### config.mk
export PLATFORM = sky130hd
export DESIGN_NAME = ufs_ctrl
export DESIGN_NICKNAME = d
export VERILOG_FILES = /design/src/rtl/ufs_pkg.sv /design/src/rtl/ufs_ctrl.sv
export VERILOG_INCLUDE_DIRS = /design/src /design/src/rtl
export SDC_FILE = /design/constraint.sdc
export NUM_CORES = 1
export LEC_CHECK = 0
export ABC_AREA = 1
export BUFFER_PORTS_ARGS = -buffer_cell sky130_fd_sc_hd__buf_2
export CAP_MARGIN = 10
export CORE_MARGIN = 2
export CORE_UTILIZATION = 30
export CTS_BUF_LIST = sky130_fd_sc_hd__clkbuf_4 sky130_fd_sc_hd__clkbuf_8 sky130_fd_sc_hd__clkbuf_16
export DETAILED_ROUTE_END_ITERATION = 16
export PLACE_DENSITY = 0.52
export SLEW_MARGIN = 30
export SYNTH_ARGS = -nofsm -noshare
export SYNTH_HDL_FRONTEND = slang
export SYNTH_SLANG_ARGS = --single-unit
### constraint.sdc
create_clock -name clk_i -period 3.3 [get_ports clk_i]
set_input_delay 0.66 -clock clk_i [delete_from_list [all_inputs] [get_ports clk_i]]
set_output_delay 0.66 -clock clk_i [all_outputs]
set_load 0.03 [all_outputs]
### src/rtl/assert_macros.svh
`ifndef ASSERT_MACROS_SVH
`define ASSERT_MACROS_SVH

// Assertion helpers for the union-find block. Both expect clk_i and rst_ni in scope.

// A property that must hold at every clock edge outside reset.
`define UFS_ASSERT(label, prop) \
  label: assert property (@(posedge clk_i) disable iff (!rst_ni) (prop)) \
    else $error("assertion failed");

// A condition that must never be seen at a clock edge outside reset.
`define UFS_ASSERT_NEVER(label, cond) \
  label: assert property (@(posedge clk_i) disable iff (!rst_ni) !(cond)) \
    else $error("forbidden condition seen");

`endif

### src/rtl/ufs_pkg.sv
package ufs_pkg;

  // Table depth by default and the element count after reset.
  localparam int MAX_ELEMENTS_DEFAULT = 1024;
  localparam int RESET_COUNT          = 1024;

  // Fixed field widths of the ports.
  localparam int CFG_W  = 11;
  localparam int ELEM_W = 10;
  localparam int SIZE_W = 11;

  // Actions the controller asks of the datapath in one cycle.
  typedef enum logic [3:0] {
    ACT_NONE,
    ACT_LOAD,
    ACT_REJECT,
    ACT_CLEAR,
    ACT_WALK_RD,
    ACT_WALK_STEP,
    ACT_WALK_END,
    ACT_NEXT_FIND,
    ACT_COMP_RD,
    ACT_COMP_WR,
    ACT_JOIN_BIG,
    ACT_JOIN_SMALL,
    ACT_RESULT
  } act_e;

  typedef struct packed {
    act_e act;
    logic second;
  } cmd_t;

  typedef struct packed {
    logic is_root;
    logic at_root;
    logic clr_last;
    logic range_err;
    logic need_join;
    logic cfg_wr;
  } sts_t;

endpackage

### src/rtl/ufs_ctrl.sv
`include "assert_macros.svh"

module ufs_ctrl (
  input  logic          clk_i,
  input  logic          rst_ni,
  input  logic          start_i,
  output logic          busy_o,
  input  ufs_pkg::sts_t sts_i,
  output ufs_pkg::cmd_t cmd_o
);

  typedef enum logic [8:0] {
    S_IDLE       = 9'b000000001,
    S_CLEAR      = 9'b000000010,
    S_WALK_RD    = 9'b000000100,
    S_WALK       = 9'b000001000,
    S_COMP_RD    = 9'b000010000,
    S_COMP_WR    = 9'b000100000,
    S_JOIN_BIG   = 9'b001000000,
    S_JOIN_SMALL = 9'b010000000,
    S_RESULT     = 9'b100000000
  } state_e;

  state_e          state_q, state_d;
  logic            second_q, second_d;
  ufs_pkg::act_e   act;

  always_comb begin
    state_d  = state_q;
    second_d = second_q;
    act      = ufs_pkg::ACT_NONE;
    unique case (state_q)
      S_IDLE: begin
        if (start_i) begin
          if (sts_i.range_err) begin
            act = ufs_pkg::ACT_REJECT;
          end else begin
            act      = ufs_pkg::ACT_LOAD;
            second_d = 1'b0;
            state_d  = S_WALK_RD;
          end
        end
      end
      S_CLEAR: begin
        act = ufs_pkg::ACT_CLEAR;
        if (sts_i.clr_last) begin
          state_d = S_IDLE;
        end
      end
      S_WALK_RD: begin
        act     = ufs_pkg::ACT_WALK_RD;
        state_d = S_WALK;
      end
      S_WALK: begin
        if (sts_i.is_root) begin
          act     = ufs_pkg::ACT_WALK_END;
          state_d = S_COMP_RD;
        end else begin
          act = ufs_pkg::ACT_WALK_STEP;
        end
      end
      S_COMP_RD: begin
        if (!sts_i.at_root) begin
          act     = ufs_pkg::ACT_COMP_RD;
          state_d = S_COMP_WR;
        end else if (!second_q) begin
          act      = ufs_pkg::ACT_NEXT_FIND;
          second_d = 1'b1;
          state_d  = S_WALK_RD;
        end else if (sts_i.need_join) begin
          state_d = S_JOIN_BIG;
        end else begin
          state_d = S_RESULT;
        end
      end
      S_COMP_WR: begin
        act     = ufs_pkg::ACT_COMP_WR;
        state_d = S_COMP_RD;
      end
      S_JOIN_BIG: begin
        act     = ufs_pkg::ACT_JOIN_BIG;
        state_d = S_JOIN_SMALL;
      end
      S_JOIN_SMALL: begin
        act     = ufs_pkg::ACT_JOIN_SMALL;
        state_d = S_RESULT;
      end
      S_RESULT: begin
        act     = ufs_pkg::ACT_RESULT;
        state_d = S_IDLE;
      end
      default: begin
        state_d = S_IDLE;
      end
    endcase
    // A register write restarts the clearing pass from any state.
    if (sts_i.cfg_wr) begin
      act     = ufs_pkg::ACT_NONE;
      state_d = S_CLEAR;
    end
  end

  always_ff @(posedge clk_i or negedge rst_ni) begin
    if (!rst_ni) begin
      state_q  <= S_CLEAR;
      second_q <= 1'b0;
    end else begin
      state_q  <= state_d;
      second_q <= second_d;
    end
  end

  assign busy_o       = (state_q != S_IDLE);
  assign cmd_o.act    = act;
  assign cmd_o.second = second_q;

  `UFS_ASSERT(a_join_order, (state_q == S_JOIN_SMALL) |-> ($past(state_q) == S_JOIN_BIG))
  `UFS_ASSERT_NEVER(a_no_root_rewrite, (state_q == S_COMP_WR) && sts_i.at_root)

endmodule

==> out/qor_table.md <==
| Result | Value |
| --- | --- |
| Layout overhead on the synthesized area | 16.3% |
| CTS H-tree depth | 1 |
| Syn Inst Count | 126 |
| Largest area contributor in the synthesized netlist | sky130_fd_sc_hd__dfrtp_1 |
| Portion of the post-synthesis area used by sequential elements | 0.316 |
| Worst setup path category | register to output pin |
| Critical Path Sink Type | output pin |
| Antenna-violating nets left | 0 |
| CTS-repair resized insts | 0 |
| Static leakage power | 0.531 nW |
| Fin nets | 153 |
| DRC violation count after routing | 0 |
| Total iterations of the first detailed-routing run | 4 |
| Later-pin clock latency in the skew report | 0.27 ns |
| Wire length of the first global-routing pass | 3110 um |
| Total half-perimeter wirelength after legalization and detailed placement | 1530 um |
| Synth Area per Inst | 6.33 um^2 |
| Via count of the first global-routing pass | 743 |
| DIE HEIGHT | 55.5 um |
| Number of nets produced by synthesis | 135 |
| Fraction of final layout cells sized beyond drive strength 1 | 0.266 |
| Leftover overflow at the end of global routing | 0 |
| Clock-pin slew of the registers on the worst-case setup and hold paths | 0.07 ns |
| Total number of yosys warnings | 0 |
| Result of the run | finished, final reports clean |
| Antenna violations before repair | 0 |
| Detailed Route WL | 1810 um |
| Pin count of the biggest net entering global routing | 11 |
| Post-layout util | 0.371 |
| Buffers added on ports | 14 |
| Final weighted congestion in routability-driven placement | 0.838 |
| CTS max path bufs | 2 |
| Netlist cell types | 18 |
| Final hold violation count | 0 |
| Row count | 18 |
| Top cells by count, synth | 33 x sky130_fd_sc_hd__nor2_1, 23 x sky130_fd_sc_hd__nand2_1, 20 x sky130_fd_sc_hd__inv_1, 10 x sky130_fd_sc_hd__nand2_2 |
| TritonCTS clock tree | built |
| Period utilisation layout | 0.766 |
| FF+latch count, synth | 10 |
| Die X | 55.5 um |
| Class of the tightest hold or removal check | primary input to asynchronous set/reset pin |
| Die area | 3090 um^2 |
| Overall track demand over capacity in global routing | 0.126 |
| Initial drt markers | 22 |
| Initial Utilization | 0.319 |
| Max Freq | 395 MHz |
| Post-synth top flop | sky130_fd_sc_hd__dfrtp_1 |
| Area inside the core boundary | 2500 um^2 |
| Num ports | 15 |
| N_diodes | 0 |
| Number of flops mapped to enable cells by yosys | 0 |
| Num CTS Buffers | 3 |
| Via count | 807 |
| Share of Yosys cell area claimed by the top area cell type | 0.283 |
| Detailed-route wire length per cell | 10.5 um |
| Hold buffers post-CTS | 0 |
| Root cell of the clock tree | sky130_fd_sc_hd__clkbuf_4 |
| Postcts setup bufs | 0 |
| Setup repair after global routing missed its margin | false |
| Top-count cell post-synth | sky130_fd_sc_hd__nor2_1 |
| Setup clock skew after layout | 0.00344 ns |
| Data arrival time of the critical path | 1.87 ns |
| Netlist Area Pre-Place | 797 um^2 |
| Pin slew with the least headroom to its limit | 0.308 ns |
| Max transition margin | 0.794 |
| Final worst path period need | 2.53 ns |
| Ys async rst share | 1.00 |
| Maximum fanout along the worst path | 5 |
| Post-route total power | 0.306 mW |
| Worst setup SP type | register |
| Total negative slack | 0 ns |
| Routed via count divided by cell count | 4.66 |
| Max_cap viols | 0 |
| Pins over their slew limit | 0 |
| Worst IR Drop VDD | 234 uV |
| Number of setup violations in the final report | 0 |
| Power per cell area | 330 nW/um^2 |
| Top area cells in the synthesized netlist | sky130_fd_sc_hd__dfrtp_1 28%, sky130_fd_sc_hd__nor2_1 16%, sky130_fd_sc_hd__nand2_1 11% |
| TritonCTS sink count | 10 |
| Data required time of the critical path | 2.64 ns |
==> registers in the layout, summed over array words and instances, names as in the netlist <==
signal / count
second_q: 1
state_q: 9
==> layer usage <==
layer,wire length (um),part of all wire,global-route usage,vias to the layer above
met4,10,0.0055,0.0418,0
met2,863,0.48,0.197,16
met5,0,0,0,-
li1,-,-,-,417
met3,67,0.037,0.0351,3
met1,868,0.48,0.166,371
==> final timing paths <==
kind	slack [ns]	startpoint	end	cells after the start
worst max-delay path	0.77	state_q[0]	cmd_o[2]	8
worst min-delay path	0.24	rst_ni	state_q[5]	1
worst max register to register	1.81	state_q[5]	state_q[2]	9
worst min register to register	0.58	second_q	second_q	2
max in group asynchronous	2.80	rst_ni	state_q[1]	1
min in group clk_i	0.58	sts_i[0]	state_q[3]	2
==> cells by family after synthesis <==
group	count (synthesis)	synth area share
AOI/OAI and AO/OA	6	0.0377
DFF	10	0.316
and+or+nand+nor	89	0.543
buffers and inverters	21	0.104
==> placed cells by master (no fill, tap or decap) <==
cell                        n
sky130_fd_sc_hd__nand2_1   23
sky130_fd_sc_hd__o21ai_1    1
sky130_fd_sc_hd__nand3b_1   2
sky130_fd_sc_hd__nand4_1    2
sky130_fd_sc_hd__nand3_1    9
sky130_fd_sc_hd__nor3b_1    1
sky130_fd_sc_hd__dfrtp_1    9
sky130_fd_sc_hd__nor2_2     4
sky130_fd_sc_hd__dfstp_2    1
sky130_fd_sc_hd__nor2_4     3
sky130_fd_sc_hd__a21oi_1    2
sky130_fd_sc_hd__nand2_2   10
sky130_fd_sc_hd__nor2_1    33
sky130_fd_sc_hd__buf_2     14
sky130_fd_sc_hd__clkbuf_4   4
sky130_fd_sc_hd__o21ai_0    3
sky130_fd_sc_hd__inv_1     20
sky130_fd_sc_hd__nand3_2    1
sky130_fd_sc_hd__nand3b_2   1
==> worst max-delay path: stages (launching register included) <==
cell	delay [ns]
sky130_fd_sc_hd__dfrtp_1	0.41
sky130_fd_sc_hd__nor2_2	0.17
sky130_fd_sc_hd__nand2_2	0.11
sky130_fd_sc_hd__nor2_4	0.18
sky130_fd_sc_hd__nand3_2	0.12
sky130_fd_sc_hd__nor2_1	0.24
sky130_fd_sc_hd__nor2_1	0.08
sky130_fd_sc_hd__nor2_1	0.09
sky130_fd_sc_hd__buf_2	0.19
==> area by class of cell <==
class | count | area, um^2
Inverter | 20 | 75.1
Fill cell | 270 | 1570
Multi-Input combinational cell | 95 | 463
Sequential cell | 10 | 251
Clock buffer | 4 | 30.0
Timing Repair Buffer | 14 | 70.1
Tap cell | 30 | 37.5
==> report_power, final <==
group | total, mW | switching, mW | internal, mW
clock network | 0.0983 | 0.0432 | 0.0551
registers | 0.131 | 0.00358 | 0.127
logic | 0.0769 | 0.0507 | 0.0263
==> metrics by stage <==
| step | hold WS [ns] | setup WS [ns] | instance area (um^2) | instances |
|---|---|---|---|---|
| after floorplan | 0.364 | 1.06 | 797 | 126 |
| after global placement | 0.537 | 1.02 | 897 | 169 |
| after detailed placement | 0.537 | 1.05 | 897 | 169 |
| after CTS | 0.243 | 0.759 | 927 | 173 |
| after global routing | 0.237 | 0.623 | 927 | 173 |
| final | 0.241 | 0.771 | 927 | 173 |
Power figures use the tool's default switching activity.
